<file path="config.mk">
export PLATFORM = sky130hd
export DESIGN_NAME = scanline_rle_decoder_core_flat
export DESIGN_NICKNAME = d
export VERILOG_FILES = /design/src/srle_pkg.sv /design/src/srle_in_if.sv /design/src/srle_out_if.sv /design/src/srle_alu.sv /design/src/scanline_rle_decoder_core.sv /design/src/flat_wrapper.sv
export VERILOG_INCLUDE_DIRS = /design/src /design/src/src
export SDC_FILE = /design/constraint.sdc
export NUM_CORES = 1
export LEC_CHECK = 0
export ABC_CLOCK_PERIOD_IN_PS = 6300
export BUFFER_PORTS_ARGS = -buffer_cell sky130_fd_sc_hd__buf_2
export CAP_MARGIN = 0
export CELL_PAD_IN_SITES_DETAIL_PLACEMENT = 2
export CELL_PAD_IN_SITES_GLOBAL_PLACEMENT = 2
export CORE_MARGIN = 5
export CORE_UTILIZATION = 36
export DETAILED_ROUTE_END_ITERATION = 8
export HOLD_SLACK_MARGIN = 0.05
export PLACE_DENSITY = 0.81
export SYNTH_ARGS = -nofsm -noshare
export SYNTH_HDL_FRONTEND = slang
export SYNTH_SLANG_ARGS = --single-unit
</file>
<file path="constraint.sdc">
create_clock -name clk -period 6.3 [get_ports clk]
set_clock_uncertainty 0.2 [all_clocks]
set_input_delay 0.63 -clock clk [delete_from_list [all_inputs] [get_ports clk]]
set_output_delay 0.63 -clock clk [all_outputs]
set_load 0.05 [all_outputs]
</file>
<file path="src/scanline_rle_decoder_core_assert.svh">
// Assertion macros for the decoder core's RTL.
// The clock is clk and the reset is rst in every file that uses them.
`ifndef SCANLINE_RLE_DECODER_CORE_ASSERT_SVH
`define SCANLINE_RLE_DECODER_CORE_ASSERT_SVH

// Same-cycle implication, muted during reset
`define SRLE_ASSERT_NOW(lbl, ante, cons) \
  lbl: assert property (@(posedge clk) disable iff (rst) (ante) |-> (cons)) \
    else $error("scanline decoder check failed");

// Next-cycle implication, muted during reset
`define SRLE_ASSERT_NEXT(lbl, ante, cons) \
  lbl: assert property (@(posedge clk) disable iff (rst) (ante) |=> (cons)) \
    else $error("scanline decoder check failed");

`endif

</file>
<file path="src/srle_pkg.sv">
`default_nettype none
package srle_pkg;

  localparam int ElemW = 16;
  localparam int RunW  = 7;
  localparam int PosW  = 16;
  localparam int EbW   = 2;
  localparam int IdxW  = 1;

  localparam logic [RunW-1:0] RunMask = 7'h7F;
  localparam int LitBit = 7;

  localparam logic [IdxW-1:0] REG_ELEM_BYTES = 1'b0;
  localparam logic [IdxW-1:0] REG_LINE_LEN   = 1'b1;

  localparam logic [EbW-1:0] EB_WIDE = 2'd2;

  // Decoder phase kept between items
  typedef enum logic [1:0] {
    PH_CTRL    = 2'd0,
    PH_REPEAT  = 2'd1,
    PH_LITERAL = 2'd2,
    PH_HALT    = 2'd3
  } phase_t;

  // Sequencer states
  typedef enum logic [2:0] {
    ST_IDLE  = 3'b001,
    ST_CHECK = 3'b010,
    ST_EMIT  = 3'b100
  } seq_state_t;

  // Results of the shared add-and-compare unit
  typedef struct packed {
    logic [PosW:0] sum;        // unwrapped position sum
    logic          over_len;   // unwrapped sum above line length
    logic          reach_len;  // wrapped sum at or above line length
  } alu_res_t;

endpackage
`default_nettype wire

</file>
<file path="src/srle_in_if.sv">
`default_nettype none
interface srle_in_if;
  import srle_pkg::*;

  logic             valid;
  logic             ready;
  logic [ElemW-1:0] code_elem;
  logic             line_start;

  modport source (output valid, output code_elem, output line_start, input ready);
  modport sink   (input valid, input code_elem, input line_start, output ready);
endinterface
`default_nettype wire

</file>
<file path="src/srle_out_if.sv">
`default_nettype none
interface srle_out_if;
  import srle_pkg::*;

  logic             valid;
  logic             ready;
  logic [ElemW-1:0] elem_a;
  logic [ElemW-1:0] elem_b;
  logic [1:0]       valid_count;
  logic             run_last;
  logic             line_done;
  logic             status;

  modport source (output valid, output elem_a, output elem_b, output valid_count,
                  output run_last, output line_done, output status, input ready);
  modport sink   (input valid, input elem_a, input elem_b, input valid_count,
                  input run_last, input line_done, input status, output ready);
endinterface
`default_nettype wire

</file>
<file path="src/srle_alu.sv">
`default_nettype none
module srle_alu (
  input  wire logic [srle_pkg::PosW-1:0] base,
  input  wire logic [srle_pkg::RunW-1:0] addend,
  input  wire logic [srle_pkg::PosW-1:0] limit,
  output srle_pkg::alu_res_t             res
);
  import srle_pkg::*;

  logic [PosW:0] sum;

  // Add the run to the line position and compare against the line length
  assign sum = {1'b0, base} + {{(PosW+1-RunW){1'b0}}, addend};
  assign res.sum       = sum;
  assign res.over_len  = sum > {1'b0, limit};
  assign res.reach_len = sum[PosW-1:0] >= limit;
endmodule
`default_nettype wire

</file>
<file path="src/scanline_rle_decoder_core.sv">
`default_nettype none
// Channel   Dir  Payload                                              Transfer
// code_in   in   code_elem[15:0], line_start                           valid & ready
// elem_out  out  elem_a, elem_b, valid_count, run_last, line_done,     valid & ready
//                status
// config    in   reg_index, wr_data[15:0]                             wr_en
//
// An item is taken in the idle cycle, checked in the next cycle by the shared
// add-and-compare unit, then expanded at one result per cycle while the sink
// accepts; a repeat run gives up to 64 results of up to two elements each.
// The single output register sets the emit pace; a stalled sink holds the sequencer.
// Synchronous reset rst clears the sequencer, phase, run count and line position.
// code_in.ready is high only in the idle state.
module scanline_rle_decoder_core (
  input  wire logic                       clk,
  input  wire logic                       rst,
  srle_in_if.sink                         code_in,
  srle_out_if.source                      elem_out,
  input  wire logic                       wr_en,
  input  wire logic [srle_pkg::IdxW-1:0]  reg_index,
  input  wire logic [srle_pkg::ElemW-1:0] wr_data
);
  import srle_pkg::*;
`include "scanline_rle_decoder_core_assert.svh"

  // Configuration
  logic [EbW-1:0]   elem_bytes;
  logic [PosW-1:0]  line_len;

  // Decoder state
  seq_state_t       state, state_next;
  phase_t           phase, phase_next;
  logic [RunW-1:0]  run_left, run_left_next;
  logic [PosW-1:0]  line_pos, line_pos_next;
  logic [ElemW-1:0] item_val;

  // Pending results
  logic [RunW-1:0]  emit_left, emit_left_next;
  logic             emit_done, emit_done_next;
  logic             emit_status, emit_status_next;

  // Output register
  logic             out_valid;
  logic [ElemW-1:0] out_a, out_b;
  logic [1:0]       out_cnt;
  logic             out_last, out_done, out_status;

  logic             in_xfer, out_free, emit_fire;
  logic [RunW-1:0]  addend, ctrl_run;
  logic [1:0]       cnt;
  logic             last;
  alu_res_t         alu;

  assign in_xfer   = code_in.valid && code_in.ready;
  assign out_free  = !out_valid || elem_out.ready;
  assign emit_fire = (state == ST_EMIT) && out_free;
  assign ctrl_run  = item_val[RunW-1:0] & RunMask;

  // Write configuration
  always_ff @(posedge clk) begin
    if (rst) begin
      elem_bytes <= EbW'(1);
      line_len   <= PosW'(1);
    end else if (wr_en) begin
      unique case (reg_index)
        REG_ELEM_BYTES: elem_bytes <= wr_data[EbW-1:0];
        REG_LINE_LEN:   line_len   <= wr_data[PosW-1:0];
        default:        ;
      endcase
    end
  end

  // Select the operand for the shared unit
  always_comb begin
    unique case (phase)
      PH_CTRL:   addend = ctrl_run;
      PH_REPEAT: addend = run_left;
      default:   addend = RunW'(1);
    endcase
  end

  srle_alu u_alu (
    .base   (line_pos),
    .addend (addend),
    .limit  (line_len),
    .res    (alu)
  );

  // Size the next result
  assign cnt  = (emit_left >= RunW'(2)) ? 2'd2 : emit_left[1:0];
  assign last = emit_left <= RunW'(2);

  // Sequence one item: check, then emit any results
  always_comb begin
    state_next       = state;
    phase_next       = phase;
    run_left_next    = run_left;
    line_pos_next    = line_pos;
    emit_left_next   = emit_left;
    emit_done_next   = emit_done;
    emit_status_next = emit_status;
    unique case (state)
      ST_IDLE: begin
        if (in_xfer) begin
          state_next = ST_CHECK;
          if (code_in.line_start) begin
            phase_next    = PH_CTRL;
            run_left_next = '0;
            line_pos_next = '0;
          end
        end
      end
      ST_CHECK: begin
        state_next       = ST_IDLE;
        emit_status_next = 1'b0;
        emit_done_next   = 1'b0;
        emit_left_next   = '0;
        unique case (phase)
          PH_CTRL: begin
            if (alu.over_len) begin
              emit_status_next = 1'b1;
              phase_next       = PH_HALT;
              state_next       = ST_EMIT;
            end else if (ctrl_run == '0) begin
              emit_done_next = 1'b1;
              phase_next     = PH_HALT;
              state_next     = ST_EMIT;
            end else begin
              run_left_next = ctrl_run;
              phase_next    = item_val[LitBit] ? PH_LITERAL : PH_REPEAT;
            end
          end
          PH_REPEAT: begin
            line_pos_next  = alu.sum[PosW-1:0];
            emit_done_next = alu.reach_len;
            emit_left_next = run_left;
            run_left_next  = '0;
            phase_next     = alu.reach_len ? PH_HALT : PH_CTRL;
            state_next     = (run_left == '0) ? ST_IDLE : ST_EMIT;
          end
          PH_LITERAL: begin
            line_pos_next  = alu.sum[PosW-1:0];
            emit_done_next = alu.reach_len;
            emit_left_next = RunW'(1);
            state_next     = ST_EMIT;
            if (alu.reach_len) begin
              run_left_next = '0;
              phase_next    = PH_HALT;
            end else begin
              run_left_next = run_left - RunW'(1);
              if (run_left == RunW'(1)) begin
                phase_next = PH_CTRL;
              end
            end
          end
          default: ;
        endcase
      end
      ST_EMIT: begin
        if (out_free) begin
          emit_left_next = emit_left - {{(RunW-2){1'b0}}, cnt};
          if (last) begin
            state_next = ST_IDLE;
          end
        end
      end
      default: state_next = ST_IDLE;
    endcase
  end

  // Advance control state
  always_ff @(posedge clk) begin
    if (rst) begin
      state    <= ST_IDLE;
      phase    <= PH_CTRL;
      run_left <= '0;
      line_pos <= '0;
    end else begin
      state    <= state_next;
      phase    <= phase_next;
      run_left <= run_left_next;
      line_pos <= line_pos_next;
    end
  end

  // Hold the item value and pending result fields
  always_ff @(posedge clk) begin
    if (in_xfer) begin
      item_val <= (elem_bytes == EB_WIDE) ? code_in.code_elem
                                          : {8'h00, code_in.code_elem[7:0]};
    end
    emit_left   <= emit_left_next;
    emit_done   <= emit_done_next;
    emit_status <= emit_status_next;
  end

  // Load the output register, drop valid once transferred
  always_ff @(posedge clk) begin
    if (rst) begin
      out_valid <= 1'b0;
    end else if (emit_fire) begin
      out_valid <= 1'b1;
    end else if (elem_out.ready) begin
      out_valid <= 1'b0;
    end
  end

  always_ff @(posedge clk) begin
    if (emit_fire) begin
      out_a      <= (cnt != 2'd0) ? item_val : '0;
      out_b      <= (cnt == 2'd2) ? item_val : '0;
      out_cnt    <= cnt;
      out_last   <= last;
      out_done   <= last && emit_done;
      out_status <= emit_status;
    end
  end

  assign code_in.ready        = (state == ST_IDLE);
  assign elem_out.valid       = out_valid;
  assign elem_out.elem_a      = out_a;
  assign elem_out.elem_b      = out_b;
  assign elem_out.valid_count = out_cnt;
  assign elem_out.run_last    = out_last;
  assign elem_out.line_done   = out_done;
  assign elem_out.status      = out_status;

  `SRLE_ASSERT_NEXT(a_take_then_check, in_xfer, state == ST_CHECK)
  `SRLE_ASSERT_NOW(a_empty_is_last, out_valid && (out_cnt == 2'd0), out_last)
  `SRLE_ASSERT_NOW(a_done_xor_err, out_valid, !(out_done && out_status))
  `SRLE_ASSERT_NOW(a_idle_run_clear, (phase == PH_CTRL) || (phase == PH_HALT),
                   run_left == '0)
endmodule
`default_nettype wire

</file>
<file path="src/flat_wrapper.sv">
// flat-port wrapper written by rule: the top's interface ports become plain ports
module scanline_rle_decoder_core_flat import srle_pkg::*;
  (clk, rst, wr_en, reg_index, wr_data, code_in_valid, code_in_code_elem, code_in_line_start, code_in_ready, elem_out_valid, elem_out_elem_a, elem_out_elem_b, elem_out_valid_count, elem_out_run_last, elem_out_line_done, elem_out_status, elem_out_ready);
  srle_in_if code_in_i ();
  srle_out_if elem_out_i ();
  input  wire logic clk;
  input  wire logic rst;
  input  wire logic wr_en;
  input  wire logic [srle_pkg::IdxW-1:0] reg_index;
  input  wire logic [srle_pkg::ElemW-1:0] wr_data;
  input wire logic [$bits(code_in_i.valid)-1:0] code_in_valid;
  input wire logic [$bits(code_in_i.code_elem)-1:0] code_in_code_elem;
  input wire logic [$bits(code_in_i.line_start)-1:0] code_in_line_start;
  output wire logic [$bits(code_in_i.ready)-1:0] code_in_ready;
  output wire logic [$bits(elem_out_i.valid)-1:0] elem_out_valid;
  output wire logic [$bits(elem_out_i.elem_a)-1:0] elem_out_elem_a;
  output wire logic [$bits(elem_out_i.elem_b)-1:0] elem_out_elem_b;
  output wire logic [$bits(elem_out_i.valid_count)-1:0] elem_out_valid_count;
  output wire logic [$bits(elem_out_i.run_last)-1:0] elem_out_run_last;
  output wire logic [$bits(elem_out_i.line_done)-1:0] elem_out_line_done;
  output wire logic [$bits(elem_out_i.status)-1:0] elem_out_status;
  input wire logic [$bits(elem_out_i.ready)-1:0] elem_out_ready;
  assign code_in_i.valid = code_in_valid;
  assign code_in_i.code_elem = code_in_code_elem;
  assign code_in_i.line_start = code_in_line_start;
  assign code_in_ready = code_in_i.ready;
  assign elem_out_valid = elem_out_i.valid;
  assign elem_out_elem_a = elem_out_i.elem_a;
  assign elem_out_elem_b = elem_out_i.elem_b;
  assign elem_out_valid_count = elem_out_i.valid_count;
  assign elem_out_run_last = elem_out_i.run_last;
  assign elem_out_line_done = elem_out_i.line_done;
  assign elem_out_status = elem_out_i.status;
  assign elem_out_i.ready = elem_out_ready;
  scanline_rle_decoder_core u_core (.clk(clk), .rst(rst), .code_in(code_in_i), .elem_out(elem_out_i), .wr_en(wr_en), .reg_index(reg_index), .wr_data(wr_data));
endmodule
</file>
==> run summary <==
Status: complete, no violations
Core Area: 0.0151 mm²
Cts repair resizes: 0
Routed Antenna Nets: 0
Clock sinks: 109
R2r setup slk: 0.51 ns
FFs w/ async S/R, synth: 0%
Final worst path period need: 5.79 ns
Drt wl/cell: 19.1 µm
Worst-Margin Slew: 1.19 ns
Count leader, synth: edfxtp_1
Port Buf Inserts: 77
Drt via density: 5.47
Worst reg-to-reg path cell count: 20
Die area: 0.0179 mm²
Crit Path Category: reg2reg
Initial Utilization: 36.5%
Ant diodes: 0
CP endpoint: u_core.phase[1]$_SDFFE_PP0P_
CTS tree: yes
Syn Inst Count: 559
CP required: 6.35 ns
Final worst-path cycle share: 91.9%
Total routed wirelength: 15.7 mm
Worst skew pair latency: 0.36 ns
Largest net degree at the start of global routing: 52
Initial antenna violation count: 0
Post-synth EDFFs: 62
Vias in the first global route: 4,917
RePlAce Congestion: 0.842
Maximum clock frequency: 173 MHz
First-pass GRT wire length: 25.4 mm
XOR/XNOR Fraction of Synth Area: 2.69%
Final slew viol count: 0
Register bit total from synthesis: 109
Mux contribution to synthesized area: 0.362%
Worst setup SP type: flop
# fillers: 1,625
HP Class: in2reg
TritonRoute pass-1 iters: 4
# nets final: 699
Syn Area/Cell: 9.89 µm²
Die H: 134 µm
Area Overhead vs Synth: 15.3%
Synth Area in Adders: 7.15%
Leak: 2.44 nW
Non-Filler Instances: 822
Worst Path Max Fanout: 16
Congestion Overflow GR: 0
Largest family of logic cells by synthesized area: simple AND/OR/NAND/NOR gates
# placed instances: 806
Clock Tree Buf Depth: 2
# DRC: 0
H-tree Lvls: 3
Distinct cell type count after synthesis: 49
CP startpoint: u_core.phase[1]$_SDFFE_PP0P_
FP Rows: 45
Max-slew headroom: 20.7%
Synthesized cell area: 0.00553 mm²
CTS clock-pin slew for the worst setup and hold paths: 0.08 ns
CTS Buf Count: 9
Post-synthesis net count: 629
Top cells by area, synth: edfxtp_1, dfxtp_1, ha_1
Hpwl dp: 11.8 mm
Final setup violating endpoints: 0
Pwr Density: 234 mW/mm²
Top cell type's share of synthesized area: 33.7%
Hold_ws: 0.244 ns
CTS Hold Bufs: 0
CP Capture Type: flop
Critical Path AT: 5.84 ns
Ys flop type: edfxtp_1
Layout cells sized above 1: 16.1%
Die X: 134 µm
Ports: 78
Fin. Hold Viols: 0
Worst vdd ir: 0.000156 V
Yosys Warn Count: 0
CTS root buffer: clkbuf_16
Reg2reg end: u_core.phase[1]$_SDFFE_PP0P_
Post-synthesis sequential area ratio: 50.7%
Commonest cells in the netlist: edfxtp_1, nand2_1, a21oi_1, dfxtp_1, nor2_1
Total GRT Usage: 17.8%
Synth Area in Compound Gates: 14.8%
Reg-to-Reg Start: u_core.phase[1]$_SDFFE_PP0P_
Setup_tns: 0 ns
DR vias: 4,493
Simple-Gate Fraction of Synth Area: 20.4%
Post-CTS Setup Bufs: 0
RSZ-0062 raised after global routing: false
Cell taking the most area after synthesis: edfxtp_1
Max_cap viols: 0
Iteration-0 DRC count of the detailed router: 223
power by group:
group	switching [mW]	internal (mW)	total, mW
Combinational	0.0952	0.0586	0.154
Sequential	0.0157	0.767	0.783
Clock	0.281	0.274	0.555
Total	0.392	1.10	1.49
layout make-up:
type                       instances  area [µm²]  share of cell area, %
sequential                       109        2800                   44.0
multi-input combinational        396        2520                   39.6
timing repair buffer              80         408                   6.40
tap                              188         235                   3.69
clock buffer                       9         225                   3.53
inverter                          33         124                   1.94
clock inverter                     7        55.1                  0.864
cells in the final DEF, fill, tap and decap left out, types with 5 or more instances in the layout:
cell type	count
buf_2	77
edfxtp_1	62
nand2_1	59
a21oi_1	47
dfxtp_1	47
nor2_1	34
inv_1	33
and2_1	32
ha_1	30
nor2b_1	23
o21ai_0	20
nand3_1	16
xnor2_1	13
nor3_1	10
clkbuf_16	9
or3_1	8
nand2b_1	8
a211oi_1	7
a22o_1	7
a22oi_1	7
nand4_1	6
o32ai_1	6
a21o_1	5
flip-flops by register name, summed over array words and instances, names as in the netlist, 2 cells and up:
register and flops:
u_core.phase 2, u_core.state 3, u_core.elem_bytes 2, u_core.elem_out.elem_b 16, u_core.elem_out.valid_count 2, u_core.elem_out.elem_a 16
u_core.run_left 7, u_core.emit_left 7, u_core.item_val 16, u_core.line_len 16, u_core.line_pos 16
logic make-up after synthesis:
kind of cell / after synthesis
simple gates: 218
compound gates: 127
flops: 109
buf+inv: 54
fa+ha+maj: 31
xor+xnor: 17
mux: 2
other cells: 1
per-layer routing:
metal	vias to the layer above	share of wire (%)	track usage [%]
li1	2143	-	-
met1	2231	43	21.1
met2	101	51	32.2
met3	18	4.5	3.49
met4	0	1.8	5.83
met5	-	0	0
through the flow:
stage | cell area [µm²] | power, mW | setup WS, ns | utilization, %
floorplan | 5530 | 0.898 | 1.11 | -
global placement | 6090 | 0.942 | 0.782 | 40.2
detailed placement | 6090 | 0.953 | 0.531 | 40.2
CTS | 6370 | 1.51 | 0.492 | 42.1
global route | 6370 | 1.56 | 0.173 | 42.1
finish | 6370 | 1.49 | 0.508 | 42.1
how the worst min path moves through the flow:
stage                                                 from  depth (start not counted)                                to
final                                 code_in_code_elem[3]                          1      u_core.item_val[3]$_DFFE_PP_
after CTS                             code_in_code_elem[3]                          1      u_core.item_val[3]$_DFFE_PP_
after detailed placement  u_core.emit_status$_SDFFCE_PP0P_                          0  u_core.elem_out.status$_DFFE_PP_
after floorplan           u_core.emit_status$_SDFFCE_PP0P_                          0  u_core.elem_out.status$_DFFE_PP_
after global routing                  code_in_code_elem[3]                          1      u_core.item_val[3]$_DFFE_PP_
after global placement    u_core.emit_status$_SDFFCE_PP0P_                          0  u_core.elem_out.status$_DFFE_PP_
critical path, stage by stage, from the launching register on:
cell	delay, ns
dfxtp_1	0.34
inv_1	0.10
ha_1	0.50
nand2_1	0.12
o211ai_1	0.12
ha_1	0.21
inv_1	0.06
fa_1	0.40
nor2b_1	0.17
o31a_1	0.23
o2111a_1	0.33
nand3_1	0.17
xnor2_1	0.17
ha_1	0.32
and3_4	0.21
nand4_2	0.11
or4_4	0.53
a32o_1	0.27
or3_1	0.54
or3_1	0.38
a22o_1	0.21
Power figures use the tool's default switching activity.
